--- config.mk ---
export PLATFORM = sky130hd
export DESIGN_NAME = thresholded_weighted_centroid
export DESIGN_NICKNAME = d
export VERILOG_FILES = /design/src/rtl/twc_pkg.sv /design/src/rtl/thresholded_weighted_centroid.sv /design/src/rtl/twc_front.sv /design/src/rtl/twc_queue.sv /design/src/rtl/twc_back.sv
export SDC_FILE = /design/constraint.sdc
export NUM_CORES = 2
export LEC_CHECK = 0
export ABC_AREA = 1
export BUFFER_PORTS_ARGS = -buffer_cell sky130_fd_sc_hd__clkbuf_2
export CAP_MARGIN = 10
export CELL_PAD_IN_SITES_DETAIL_PLACEMENT = 1
export CELL_PAD_IN_SITES_GLOBAL_PLACEMENT = 1
export CORE_MARGIN = 3
export CORE_UTILIZATION = 56
export CTS_CLUSTER_DIAMETER = 50
export DETAILED_ROUTE_END_ITERATION = 7
export PLACE_DENSITY_LB_ADDON = 0.1
export REMOVE_ABC_BUFFERS = 1
export SLEW_MARGIN = 20
export SYNTH_ARGS = -nofsm -noshare
export SYNTH_HDL_FRONTEND = slang
export SYNTH_SLANG_ARGS = --single-unit
--- constraint.sdc ---
create_clock -name clk -period 20.4 [get_ports clk]
set_input_delay 0 -clock clk [delete_from_list [all_inputs] [get_ports clk]]
set_output_delay 0 -clock clk [all_outputs]
set_load 0.02 [all_outputs]
--- src/rtl/twc_pkg.sv ---
// Package for the thresholded weighted centroid block: constants, beat types and state codes.
package twc_pkg;

    localparam int CHANNELS    = 60;
    localparam int CH_BITS     = $clog2(CHANNELS);
    localparam int SAMPLE_BITS = 16;
    localparam int COORD_BITS  = 8;
    localparam int WSUM_BITS   = 30;
    localparam int ASUM_BITS   = 22;
    localparam int ACT_BITS    = SAMPLE_BITS;
    localparam int PROD_BITS   = ACT_BITS + COORD_BITS;
    localparam int OUT_BITS    = 16;
    localparam int FRAC_BITS   = 8;
    localparam int DIV_STEPS   = OUT_BITS;
    localparam int STEP_BITS   = $clog2(DIV_STEPS);
    localparam int QUEUE_DEPTH = 2;

    localparam logic REQ_SETUP  = 1'b0;
    localparam logic REQ_SAMPLE = 1'b1;

    typedef struct packed {
        logic                     req_type;
        logic [5:0]               channel;
        logic signed [15:0]       sample_value;
        logic signed [15:0]       threshold_value;
        logic signed [15:0]       minimum_value;
        logic [7:0]               x_position;
        logic [7:0]               y_position;
        logic                     last;
    } item_t;

    typedef struct packed {
        logic        has_center;
        logic [15:0] center_x;
        logic [15:0] center_y;
    } result_t;

    typedef struct packed {
        logic signed [SAMPLE_BITS-1:0] threshold;
        logic signed [SAMPLE_BITS-1:0] minimum;
        logic [COORD_BITS-1:0]         x_pos;
        logic [COORD_BITS-1:0]         y_pos;
    } chan_entry_t;

    typedef struct packed {
        logic                 spike;
        logic [WSUM_BITS-1:0] x_sum;
        logic [WSUM_BITS-1:0] y_sum;
        logic [ASUM_BITS-1:0] act_sum;
    } frame_sums_t;

    typedef enum logic [1:0] {
        BK_IDLE,
        BK_DIVIDE,
        BK_DONE
    } back_state_t;

endpackage

--- src/rtl/thresholded_weighted_centroid.sv ---
// Top level of the thresholded weighted centroid block.
// The item channel (item_valid, item_stall, item) carries one beat per setup load or
// frame sample. Setup beats fill the per-channel threshold, minimum and grid position;
// a setup beat marked last arms the block, and samples before that are dropped.
// The result channel (result_valid, result_stall, result) gives one beat per armed frame,
// on the frame's last sample: the spike flag and the centroid x and y in Q8.8.
// Samples are taken one per cycle while item_stall is low. Three pipeline stages (table
// read, multiply, accumulate) feed a two-entry queue of finished frame sums. The divider
// then works one quotient bit per cycle for both coordinates. While the result beat is
// stalled it holds, and samples keep flowing until the queue holds two finished frames
// and a further frame's last sample reaches the accumulate stage; only then does
// item_stall rise.
// After reset the block is unarmed, the frame sums are zero and the channel tables hold
// nothing defined until setup beats write them.
module thresholded_weighted_centroid
    import twc_pkg::*;
(
    input  logic    clk,
    input  logic    rst_n,
    input  logic    item_valid,
    output logic    item_stall,
    input  item_t   item,
    output logic    result_valid,
    input  logic    result_stall,
    output result_t result
);

    logic        push;
    frame_sums_t push_data;
    logic        queue_full;
    logic        q_valid;
    logic        pop;
    frame_sums_t q_data;

    twc_front u_front (
        .clk        (clk),
        .rst_n      (rst_n),
        .item_valid (item_valid),
        .item_stall (item_stall),
        .item       (item),
        .push       (push),
        .push_data  (push_data),
        .queue_full (queue_full)
    );

    twc_queue u_queue (
        .clk       (clk),
        .rst_n     (rst_n),
        .push      (push),
        .push_data (push_data),
        .full      (queue_full),
        .q_valid   (q_valid),
        .pop       (pop),
        .q_data    (q_data)
    );

    twc_back u_back (
        .clk          (clk),
        .rst_n        (rst_n),
        .q_valid      (q_valid),
        .q_data       (q_data),
        .pop          (pop),
        .result_valid (result_valid),
        .result_stall (result_stall),
        .result       (result)
    );

endmodule

--- src/rtl/twc_front.sv ---
// Front end: accepts beats, keeps the channel tables and accumulates the frame sums.
module twc_front
    import twc_pkg::*;
(
    input  logic        clk,
    input  logic        rst_n,
    input  logic        item_valid,
    output logic        item_stall,
    input  item_t       item,
    output logic        push,
    output frame_sums_t push_data,
    input  logic        queue_full
);

    chan_entry_t chan_mem [CHANNELS];
    chan_entry_t rd_word_reg;

    logic  s1_valid_reg;
    item_t s1_item_reg;

    logic               fwd_valid_reg;
    logic [CH_BITS-1:0] fwd_ch_reg;
    chan_entry_t        fwd_word_reg;

    logic armed_reg;

    logic                  s2_valid_reg;
    logic                  s2_add_reg;
    logic                  s2_close_reg;
    logic [ACT_BITS-1:0]   s2_act_reg;
    logic [COORD_BITS-1:0] s2_x_reg;
    logic [COORD_BITS-1:0] s2_y_reg;

    logic                 s3_valid_reg;
    logic                 s3_add_reg;
    logic                 s3_close_reg;
    logic [ACT_BITS-1:0]  s3_act_reg;
    logic [PROD_BITS-1:0] s3_px_reg;
    logic [PROD_BITS-1:0] s3_py_reg;

    logic                 spike_reg;
    logic [WSUM_BITS-1:0] x_sum_reg;
    logic [WSUM_BITS-1:0] y_sum_reg;
    logic [ASUM_BITS-1:0] act_sum_reg;

    logic hold;
    logic advance;
    logic accept;

    logic                          s1_in_range;
    logic [CH_BITS-1:0]            s1_idx;
    logic                          s1_is_sample;
    chan_entry_t                   cur_word;
    logic signed [SAMPLE_BITS-1:0] new_min;
    logic                          s1_spike;
    logic [SAMPLE_BITS:0]          diff;
    logic                          wr_en;
    chan_entry_t                   wr_word;
    logic                          s1_add;
    logic                          s1_close;

    logic [WSUM_BITS:0]   x_wide;
    logic [WSUM_BITS:0]   y_wide;
    logic [ASUM_BITS:0]   a_wide;
    logic [WSUM_BITS-1:0] x_acc;
    logic [WSUM_BITS-1:0] y_acc;
    logic [ASUM_BITS-1:0] a_acc;
    logic                 spike_acc;

    assign hold       = s3_valid_reg && s3_close_reg && queue_full;
    assign advance    = !hold;
    assign item_stall = hold;
    assign accept     = item_valid && advance;

    // A write from the previous beat is not yet visible in the registered read.
    always_comb
    begin
        s1_in_range  = (32'(s1_item_reg.channel) < CHANNELS);
        s1_idx       = s1_item_reg.channel[CH_BITS-1:0];
        s1_is_sample = (s1_item_reg.req_type == REQ_SAMPLE);
        cur_word     = (fwd_valid_reg && (fwd_ch_reg == s1_idx)) ? fwd_word_reg : rd_word_reg;
        new_min      = (s1_item_reg.sample_value < cur_word.minimum) ?
                       s1_item_reg.sample_value : cur_word.minimum;
        s1_spike     = (s1_item_reg.sample_value > cur_word.threshold);
        diff         = {s1_item_reg.sample_value[SAMPLE_BITS-1], s1_item_reg.sample_value}
                       - {new_min[SAMPLE_BITS-1], new_min};
        wr_en        = s1_valid_reg && s1_in_range && (!s1_is_sample || armed_reg);
        if (s1_is_sample)
        begin
            wr_word = '{threshold: cur_word.threshold, minimum: new_min,
                        x_pos: cur_word.x_pos, y_pos: cur_word.y_pos};
        end
        else
        begin
            wr_word = '{threshold: s1_item_reg.threshold_value,
                        minimum: s1_item_reg.minimum_value,
                        x_pos: s1_item_reg.x_position[COORD_BITS-1:0],
                        y_pos: s1_item_reg.y_position[COORD_BITS-1:0]};
        end
        s1_add   = s1_valid_reg && s1_is_sample && armed_reg && s1_in_range && s1_spike;
        s1_close = s1_valid_reg && s1_is_sample && armed_reg && s1_item_reg.last;
    end

    always_comb
    begin
        x_wide    = {1'b0, x_sum_reg} + (WSUM_BITS+1)'(s3_px_reg);
        y_wide    = {1'b0, y_sum_reg} + (WSUM_BITS+1)'(s3_py_reg);
        a_wide    = {1'b0, act_sum_reg} + (ASUM_BITS+1)'(s3_act_reg);
        x_acc     = x_sum_reg;
        y_acc     = y_sum_reg;
        a_acc     = act_sum_reg;
        spike_acc = spike_reg;
        if (s3_add_reg)
        begin
            x_acc     = x_wide[WSUM_BITS] ? '1 : x_wide[WSUM_BITS-1:0];
            y_acc     = y_wide[WSUM_BITS] ? '1 : y_wide[WSUM_BITS-1:0];
            a_acc     = a_wide[ASUM_BITS] ? '1 : a_wide[ASUM_BITS-1:0];
            spike_acc = 1'b1;
        end
        push      = advance && s3_valid_reg && s3_close_reg;
        push_data = '{spike: spike_acc, x_sum: x_acc, y_sum: y_acc, act_sum: a_acc};
    end

    always_ff @(posedge clk)
    begin
        if (advance && wr_en)
        begin
            chan_mem[s1_idx] <= wr_word;
        end
        if (accept)
        begin
            rd_word_reg <= chan_mem[item.channel[CH_BITS-1:0]];
        end
    end

    always_ff @(posedge clk or negedge rst_n)
    begin
        if (!rst_n)
        begin
            s1_valid_reg  <= 1'b0;
            fwd_valid_reg <= 1'b0;
            armed_reg     <= 1'b0;
            s2_valid_reg  <= 1'b0;
            s2_add_reg    <= 1'b0;
            s2_close_reg  <= 1'b0;
            s3_valid_reg  <= 1'b0;
            s3_add_reg    <= 1'b0;
            s3_close_reg  <= 1'b0;
            spike_reg     <= 1'b0;
            x_sum_reg     <= '0;
            y_sum_reg     <= '0;
            act_sum_reg   <= '0;
        end
        else if (advance)
        begin
            s1_valid_reg  <= item_valid;
            fwd_valid_reg <= wr_en;
            if (s1_valid_reg && !s1_is_sample && s1_item_reg.last)
            begin
                armed_reg <= 1'b1;
            end
            s2_valid_reg <= s1_valid_reg;
            s2_add_reg   <= s1_add;
            s2_close_reg <= s1_close;
            s3_valid_reg <= s2_valid_reg;
            s3_add_reg   <= s2_valid_reg && s2_add_reg;
            s3_close_reg <= s2_valid_reg && s2_close_reg;
            if (s3_valid_reg)
            begin
                if (s3_close_reg)
                begin
                    spike_reg   <= 1'b0;
                    x_sum_reg   <= '0;
                    y_sum_reg   <= '0;
                    act_sum_reg <= '0;
                end
                else
                begin
                    spike_reg   <= spike_acc;
                    x_sum_reg   <= x_acc;
                    y_sum_reg   <= y_acc;
                    act_sum_reg <= a_acc;
                end
            end
        end
    end

    always_ff @(posedge clk)
    begin
        if (accept)
        begin
            s1_item_reg <= item;
        end
        if (advance)
        begin
            fwd_ch_reg   <= s1_idx;
            fwd_word_reg <= wr_word;
            s2_act_reg   <= diff[ACT_BITS-1:0];
            s2_x_reg     <= cur_word.x_pos;
            s2_y_reg     <= cur_word.y_pos;
            s3_act_reg   <= s2_act_reg;
            s3_px_reg    <= PROD_BITS'(s2_act_reg) * PROD_BITS'(s2_x_reg);
            s3_py_reg    <= PROD_BITS'(s2_act_reg) * PROD_BITS'(s2_y_reg);
        end
    end

endmodule

--- src/rtl/twc_queue.sv ---
// Short queue of finished frame sums between the front end and the divider.
module twc_queue
    import twc_pkg::*;
(
    input  logic        clk,
    input  logic        rst_n,
    input  logic        push,
    input  frame_sums_t push_data,
    output logic        full,
    output logic        q_valid,
    input  logic        pop,
    output frame_sums_t q_data
);

    localparam int PTR_BITS   = (QUEUE_DEPTH > 1) ? $clog2(QUEUE_DEPTH) : 1;
    localparam int COUNT_BITS = $clog2(QUEUE_DEPTH + 1);

    frame_sums_t           entry_reg [QUEUE_DEPTH];
    logic [PTR_BITS-1:0]   wr_ptr_reg;
    logic [PTR_BITS-1:0]   rd_ptr_reg;
    logic [COUNT_BITS-1:0] count_reg;
    logic                  do_push;
    logic                  do_pop;

    assign full    = (count_reg == COUNT_BITS'(QUEUE_DEPTH));
    assign q_valid = (count_reg != '0);
    assign q_data  = entry_reg[rd_ptr_reg];
    assign do_push = push && !full;
    assign do_pop  = pop && q_valid;

    always_ff @(posedge clk)
    begin
        if (do_push)
        begin
            entry_reg[wr_ptr_reg] <= push_data;
        end
    end

    always_ff @(posedge clk or negedge rst_n)
    begin
        if (!rst_n)
        begin
            wr_ptr_reg <= '0;
            rd_ptr_reg <= '0;
            count_reg  <= '0;
        end
        else
        begin
            if (do_push)
            begin
                wr_ptr_reg <= (wr_ptr_reg == PTR_BITS'(QUEUE_DEPTH - 1)) ? '0 : wr_ptr_reg + 1'b1;
            end
            if (do_pop)
            begin
                rd_ptr_reg <= (rd_ptr_reg == PTR_BITS'(QUEUE_DEPTH - 1)) ? '0 : rd_ptr_reg + 1'b1;
            end
            if (do_push && !do_pop)
            begin
                count_reg <= count_reg + 1'b1;
            end
            else if (do_pop && !do_push)
            begin
                count_reg <= count_reg - 1'b1;
            end
        end
    end

endmodule

--- src/rtl/twc_back.sv ---
// Back end: divides the frame sums one quotient bit a cycle and holds the result beat.
module twc_back
    import twc_pkg::*;
(
    input  logic        clk,
    input  logic        rst_n,
    input  logic        q_valid,
    input  frame_sums_t q_data,
    output logic        pop,
    output logic        result_valid,
    input  logic        result_stall,
    output result_t     result
);

    back_state_t state_reg;
    back_state_t state_next;

    logic [ASUM_BITS-1:0] rx_reg;
    logic [ASUM_BITS-1:0] ry_reg;
    logic [OUT_BITS-1:0]  shx_reg;
    logic [OUT_BITS-1:0]  shy_reg;
    logic [OUT_BITS-1:0]  qx_reg;
    logic [OUT_BITS-1:0]  qy_reg;
    logic [ASUM_BITS-1:0] div_reg;
    logic                 satx_reg;
    logic                 saty_reg;
    logic                 zero_reg;
    logic                 spike_reg;
    logic [STEP_BITS-1:0] step_reg;
    result_t              result_reg;

    logic                 load;
    logic                 stepping;
    logic                 last_step;
    logic [ASUM_BITS:0]   tx;
    logic [ASUM_BITS:0]   ty;
    logic [ASUM_BITS:0]   dx;
    logic [ASUM_BITS:0]   dy;
    logic                 gex;
    logic                 gey;
    logic [ASUM_BITS-1:0] rx_next;
    logic [ASUM_BITS-1:0] ry_next;
    logic [OUT_BITS-1:0]  qx_next;
    logic [OUT_BITS-1:0]  qy_next;

    assign last_step = (step_reg == STEP_BITS'(DIV_STEPS - 1));

    always_comb
    begin
        state_next = state_reg;
        unique case (state_reg)
            BK_IDLE:
            begin
                if (q_valid)
                begin
                    state_next = BK_DIVIDE;
                end
            end
            BK_DIVIDE:
            begin
                if (last_step)
                begin
                    state_next = BK_DONE;
                end
            end
            BK_DONE:
            begin
                if (!result_stall)
                begin
                    state_next = BK_IDLE;
                end
            end
            default:
            begin
                state_next = BK_IDLE;
            end
        endcase
    end

    always_comb
    begin
        load         = (state_reg == BK_IDLE) && q_valid;
        pop          = load;
        stepping     = (state_reg == BK_DIVIDE);
        result_valid = (state_reg == BK_DONE);
        result       = result_reg;
    end

    always_comb
    begin
        tx      = {rx_reg, shx_reg[OUT_BITS-1]};
        ty      = {ry_reg, shy_reg[OUT_BITS-1]};
        dx      = tx - {1'b0, div_reg};
        dy      = ty - {1'b0, div_reg};
        gex     = (tx >= {1'b0, div_reg});
        gey     = (ty >= {1'b0, div_reg});
        rx_next = gex ? dx[ASUM_BITS-1:0] : tx[ASUM_BITS-1:0];
        ry_next = gey ? dy[ASUM_BITS-1:0] : ty[ASUM_BITS-1:0];
        qx_next = {qx_reg[OUT_BITS-2:0], gex};
        qy_next = {qy_reg[OUT_BITS-2:0], gey};
    end

    always_ff @(posedge clk or negedge rst_n)
    begin
        if (!rst_n)
        begin
            state_reg <= BK_IDLE;
        end
        else
        begin
            state_reg <= state_next;
        end
    end

    // The quotient only fits in the output when the sum is below 256 times the activity.
    always_ff @(posedge clk)
    begin
        if (load)
        begin
            rx_reg    <= q_data.x_sum[WSUM_BITS-1:FRAC_BITS];
            ry_reg    <= q_data.y_sum[WSUM_BITS-1:FRAC_BITS];
            shx_reg   <= {q_data.x_sum[FRAC_BITS-1:0], {(OUT_BITS-FRAC_BITS){1'b0}}};
            shy_reg   <= {q_data.y_sum[FRAC_BITS-1:0], {(OUT_BITS-FRAC_BITS){1'b0}}};
            div_reg   <= q_data.act_sum;
            satx_reg  <= (q_data.x_sum >= {q_data.act_sum, {FRAC_BITS{1'b0}}});
            saty_reg  <= (q_data.y_sum >= {q_data.act_sum, {FRAC_BITS{1'b0}}});
            zero_reg  <= (q_data.act_sum == '0);
            spike_reg <= q_data.spike;
            qx_reg    <= '0;
            qy_reg    <= '0;
            step_reg  <= '0;
        end
        else if (stepping)
        begin
            rx_reg   <= rx_next;
            ry_reg   <= ry_next;
            shx_reg  <= {shx_reg[OUT_BITS-2:0], 1'b0};
            shy_reg  <= {shy_reg[OUT_BITS-2:0], 1'b0};
            qx_reg   <= qx_next;
            qy_reg   <= qy_next;
            step_reg <= step_reg + 1'b1;
            if (last_step)
            begin
                result_reg.has_center <= spike_reg;
                result_reg.center_x   <= zero_reg ? '0 : (satx_reg ? '1 : qx_next);
                result_reg.center_y   <= zero_reg ? '0 : (saty_reg ? '1 : qy_next);
            end
        end
    end

endmodule

== Word-level counts from Yosys, hierarchy flattened ==
Memory sizes are Yosys's and may differ from the RTL's. A register that Yosys moved wholly into a read port is not among the register bits.
Index checks and enable logic that the tools add are counted.

* Flip-flop bits (word level): 473
* Bits in latches: 0
* Bits in writable memories: 3,046
* Memory bits (read-only): 0
* Input port bits: 76
* Output and inout bits: 35
* Logic and storage cells: 159
* Memories kept: 2

{| class="wikitable"
|+ Memory list
! name !! depth !! bits a word !! rd ports !! clocked after Yosys merged registers in !! wr ports !! RTL line !! source
|-
| u_front.chan_mem || 60 || 48 || 1 || 1 || 1 || twc_front.sv:15 || <nowiki>chan_entry_t chan_mem [CHANNELS];</nowiki>
|-
| u_queue.entry_reg || 2 || 83 || 1 || 0 || 1 || twc_queue.sv:18 || <nowiki>frame_sums_t entry_reg [QUEUE_DEPTH];</nowiki>
|}

* Add/sub/neg operators: 11
* Multipliers: 2
* Div/mod/pow operators: 0
* $lt $le $gt $ge: 7
* Equal/unequal tests: 8
* Shifts and indexed selects: 0
* Multiplexer cells: 38
* Bitwise logic cells: 2
* Reductions and logical operators: 38

{| class="wikitable"
|+ Operator list
! cell !! number
|-
| $mux W22 || 9
|-
| $mux W30 || 6
|-
| $mux W16 || 7
|-
| $mux W48 || 2
|-
| $add A30 B24 Y31 || 2
|-
| $ge A30 B30 Y1 || 2
|-
| $mul A16 B8 Y24 || 2
|-
| $ge A23 B22 Y1 || 2
|-
| $sub A22 B22 Y22 || 2
|-
| $add A22 B16 Y23 || 1
|-
| $logic_and A1 B1 Y1 || 23
|-
| $logic_not A22 Y1 || 1
|-
| $gt A16 B16 Y1 || 1
|-
| $lt A16 B16 Y1 || 1
|-
| $sub A16 B16 Y16 || 1
|-
| $mux W2 || 5
|-
| $mux W1 || 8
|-
| $eq A6 B6 Y1 || 1
|-
| $lt A6 B6 Y1 const B || 1
|-
| $pmux W2 S3 || 1
|-
| $reduce_and A3 Y1 || 2
|-
| $reduce_bool A2 Y1 || 3
|-
| $logic_not A1 Y1 || 5
|-
| $add A4 B1 Y4 const B || 1
|-
| 12 further kinds || 17
|}

== Longest topological paths before layout ==
* Depth after elaboration: 10
* Mapped depth: 39
* Mapped depth without buffers: 37

== Cells and area by module ==
From an unflattened synthesis, not the netlist that was laid out.

* Cell total of the unflattened synthesis: 13,231
* Area total of the unflattened synthesis: 155,618.0 um^2

{| class="wikitable"
|+ Modules (own cells, without submodules)
! module !! instances !! cells an instance !! area each (um^2) !! seq. area each (um^2)
|-
| twc_front || 1 || 11,341 || 138,450.3 || 96,892.9
|-
| twc_back || 1 || 1,425 || 10,920.5 || 4,304.1
|-
| twc_queue || 1 || 465 || 6,247.2 || 5,084.9
|}

== Least setup slack after synthesis ==
No wires, ideal clock.

* Path kind: flip-flop to flip-flop
* From: register u_queue.count_reg[0]
* To: register u_front.rd_word_reg[0] (netlist name)
* Setup time: 0.765 ns
* Arrival: 6.878 ns
* Required time: 19.635 ns
* Slack: 12.757 ns
* Cell stages (with the launch flop): 5
* Buffers on the path: 0
* Period minus slack after synthesis: 7.643 ns
* Cell sequence: dfrtp_1 > nor4_1 > clkinv_1 > nand2_1 > inv_1

* Cells in the longest elaborated chain, start to end: 4

{| class="wikitable"
|+ Ends and longest elaborated chain
! what !! RTL line !! source
|-
| start: declaration || twc_queue.sv:21 || <nowiki>logic [COUNT_BITS-1:0] count_reg;</nowiki>
|-
| start signal: assignment || twc_queue.sv:59 || <nowiki>count_reg <= count_reg + 1'b1;</nowiki>
|-
| start signal: assignment || twc_queue.sv:63 || <nowiki>count_reg <= count_reg - 1'b1;</nowiki>
|-
| $eq A2 B2 Y1 || twc_queue.sv:25 || <nowiki>assign full = (count_reg == COUNT_BITS'(QUEUE_DEPTH));</nowiki>
|-
| $logic_and A1 B1 Y1 || twc_front.sv:70 || <nowiki>assign hold = s3_valid_reg && s3_close_reg && queue_full;</nowiki>
|-
| via item_stall || thresholded_weighted_centroid.sv:21 || <nowiki>output logic item_stall,</nowiki>
|-
| $logic_not A1 Y1 || twc_front.sv:71 || <nowiki>assign advance = !hold;</nowiki>
|-
| $logic_and A1 B1 Y1 || twc_front.sv:73 || <nowiki>assign accept = item_valid && advance;</nowiki>
|-
| via u_front.accept || twc_front.sv:48 || <nowiki>logic accept;</nowiki>
|}

The timed path passes the listed nets, and every way through them passes these cells.
A chain may end at the register's enable or synchronous reset.

== Final worst setup path ==
* From: register u_front.s1_item_reg (netlist bit u_front.s1_idx[3])
* To: register u_front.s2_act_reg[14], data pin

* Cells in the longest elaborated chain, start to end: 6

{| class="wikitable"
|+ Ends and longest elaborated chain
! what !! RTL line !! source
|-
| start: declaration || twc_front.sv:19 || <nowiki>item_t s1_item_reg;</nowiki>
|-
| start signal: assignment || twc_front.sv:192 || <nowiki>s1_item_reg <= item;</nowiki>
|-
| $eq A6 B6 Y1 * || twc_front.sv:81 || <nowiki>cur_word = (fwd_valid_reg && (fwd_ch_reg == s1_idx)) ? fwd_word_reg : rd_word_reg;</nowiki>
|-
| $logic_and A1 B1 Y1 * || twc_front.sv:81 ||
|-
| $mux W48 * || twc_front.sv:81 ||
|-
| $lt A16 B16 Y1 || twc_front.sv:82 || <nowiki>new_min = (s1_item_reg.sample_value < cur_word.minimum) ?</nowiki>
|-
| $mux W16 * || twc_front.sv:82 ||
|-
| $sub A16 B16 Y16 * || twc_front.sv:86 || <nowiki>- {new_min[SAMPLE_BITS-1], new_min};</nowiki>
|-
| via u_front.diff[14] || twc_front.sv:56 || <nowiki>logic [SAMPLE_BITS:0] diff;</nowiki>
|-
| end signal: assignment || twc_front.sv:198 || <nowiki>s2_act_reg <= diff[ACT_BITS-1:0];</nowiki>
|-
| end: declaration || twc_front.sv:30 || <nowiki>logic [ACT_BITS-1:0] s2_act_reg;</nowiki>
|}

Mark *: on every way through the listed nets, which the timed path passes. The rest lies on a longest branch.

==> out/results.ini <==
[synthesis]
synth.mux.area_fraction_pct=0.266
synth_top_area_cell=edfxtp_1
synth_xor_area_share_pct=0.853
ys_warn_count=0
synth_fa_ha_area_share_pct=4.51
async_flop_share_pct=2.75
synth_area_mm2=0.154
synthTopCellsByArea=edfxtp_1 67%, o21ai_0 6.7%, nor2_1 5.0%
netlist.area_leader.share_pct=67.0
synth_seq_cells=3567
synth_top_family_by_area=compound AO/OA/AOI/OAI gates
netlist-cell-type-count=63
avgSynthCellArea_um2=12.0
ys.flop_type=edfxtp_1
synthCells=12800
ys_seq_area_share_pct=69.0
synth_commonest_cells=3435 x edfxtp_1, 2077 x o21ai_0, 2052 x nor2_1
synth-simple-area-share_pct=9.51
synth_compound_area_share_pct=12.1
yosysMostFrequentCell=edfxtp_1
synth-edff-count=3435

[finish]
fillers=26300
syn2layout_area_growth_pct=13.2
multi_input_area_mm2=0.0431
largest_register_ffs=2880
nets=13500
layout-drive-gt1-share_pct=9.12
finalNonFillerCells=16900
register_area_mm2=0.106

[routing]
finalWirelength_um=550000
dr.pass1.iters=6
vias=113000
drtIter0Drc=15300
drc_errors=0
viasPerCell=6.69
wl_per_cell_um=32.6
drtAntennaViolNets=0

[placed_design]
port_buffers=110
pre_cts_slack_ns=13.12
dp_cells=15900
gp_congestion=0.876
dp_hpwl_um=298000

[clock_network]
clockBufferDepth=4
clockRootBuffer=clkbuf_16
path_clk_slew_ns=0.06
cts_setup_buffers=0
cts_buffers=407
ctsResizeCount=0
htreeDepth=5
clk_latency_ns=0.98
cts_tree=built
clock-sinks=3567
postCtsHoldBufs=145

[timing]
slew_violations=0
hold_slack_ns=0.168
fin_tns_setup_ns=0
grt_setup_unrepaired=false
fin_skew_ns=0.0969
min_period_ns=7.44
relSlewSlack_pct=15.8
setup_viol=0
timing.final.hold_violations=0
fin_crit_sh_pct=36.5
fin_ws_ns=12.96
max_freq_mhz=134
worst_slew_pin_slew_ns=1.26

[die]
initial_utilization_pct=56.6
rows=191
dieArea_mm2=0.281
pin_count=111
dieHeight_um=530
dieWidth_um=530
fp.coreArea_mm2=0.272

[power_and_ir_drop]
p_total_mw=23.4
ir_drop_mv=0.224
leakage_nw=62.1
cellPowerDensity_mw_per_mm2=134

[global_route]
antenna_found_initial=31
grt_pass1_wl_um=792000
track_usage_pct=38.5
grt_pass1_vias=117000
gr-total-overflow=0
grt_max_degree=190

[setup_path]
cpMostUsedCell=nand2_1
arrival_ns=8.08
endpoint_kind=register
worstSetupPathType=reg -> reg
worst_path_max_delay_cell=nor2_4
crit_family=simple AND/OR/NAND/NOR gates
cp_slowest_stage_delay_ns=0.78
required_ns=21.04
startpoint_type=register
crit_path_max_fanout=29
critPathBufInv=7

[status]
outcome=complete, no violations

[flow_run]
cap_violations=0

[min_path]
hold_path_class=in -> reg

-- final cells by class --
cell class              instances  area share [%]
well taps                    3570            2.56
clock inverters               279            1.64
inverters                     714            1.57
multi-input cells            7730            24.7
flip-flops and latches       3567            60.9
repair buffers                504            2.46
clock buffers                 481            6.08
diodes                         18          0.0258
-- cell families after synthesis --
logic type,Yosys count
flops,3567
mux,41
simple gates,3689
buf+inv,1508
xor+xnor,150
fa+ha+maj,451
compound gates,3399
-- per-stage QoR --
stage | util (%) | instance area [µm²]
after floorplan | - | 151000
after global placement | 58.5 | 159000
after detailed placement | 58.5 | 159000
after CTS | 64.0 | 174000
after global routing | 64.1 | 174000
final | 64.1 | 174000
-- cells in the final DEF (no fill, tap or decap), types with 40 or more instances in the layout --
cell and n:
a21oi_1 276, buf_4 225, bufinv_16 41, clkbuf_1 65
clkbuf_16 411, clkbuf_2 103, clkinv_1 73, clkinv_2 59
dfrtp_1 97, dlygate4sd3_1 144, edfxtp_1 3435, fa_1 174
ha_1 277, inv_1 690, mux2i_1 40, nand2_1 1292
nand3_1 193, nor2_1 1986, nor2_4 69, o21ai_0 2051
o22ai_1 774, xnor2_1 56, xor2_1 94
-- metal layers --
layer	GRT usage, %	part of all wire [%]	up-vias
met2	61.7	47	7459
met5	0	0.015	-
met1	48.4	36	57000
li1	-	-	46400
met3	8.06	10	1966
met4	23.3	6.7	12
-- path summary, 6_finish.rpt --
check,start,end,slack [ns],depth (start not counted)
worst min-delay path,item[68],u_front.s1_idx[3]$_DFFE_PP_,0.17,2
worst min register to register,u_back.spike_reg$_DFFE_PP_,u_back.result[32]$_DFFE_PP_,0.44,0
min in group asynchronous,rst_n,u_front.fwd_valid_reg$_DFFE_PN0N_,0.37,4
worst max register to register,u_front.s1_idx[3]$_DFFE_PP_,u_front.s2_act_reg[14]$_DFFE_PN_,12.96,32
worst max-delay path,u_front.s1_idx[3]$_DFFE_PP_,u_front.s2_act_reg[14]$_DFFE_PN_,12.96,32
max in group asynchronous,rst_n,u_queue.rd_ptr_reg$_DFFE_PN0P_,19.17,4
-- report_power, final --
part | switching [mW] | internal, mW | total, mW
Combinational | 4.31 | 2.47 | 6.78
Sequential | 0.324 | 8.88 | 9.20
Clock | 3.16 | 4.27 | 7.43
Total | 7.79 | 15.6 | 23.4
No activity file was read; power rests on OpenSTA's default activity.
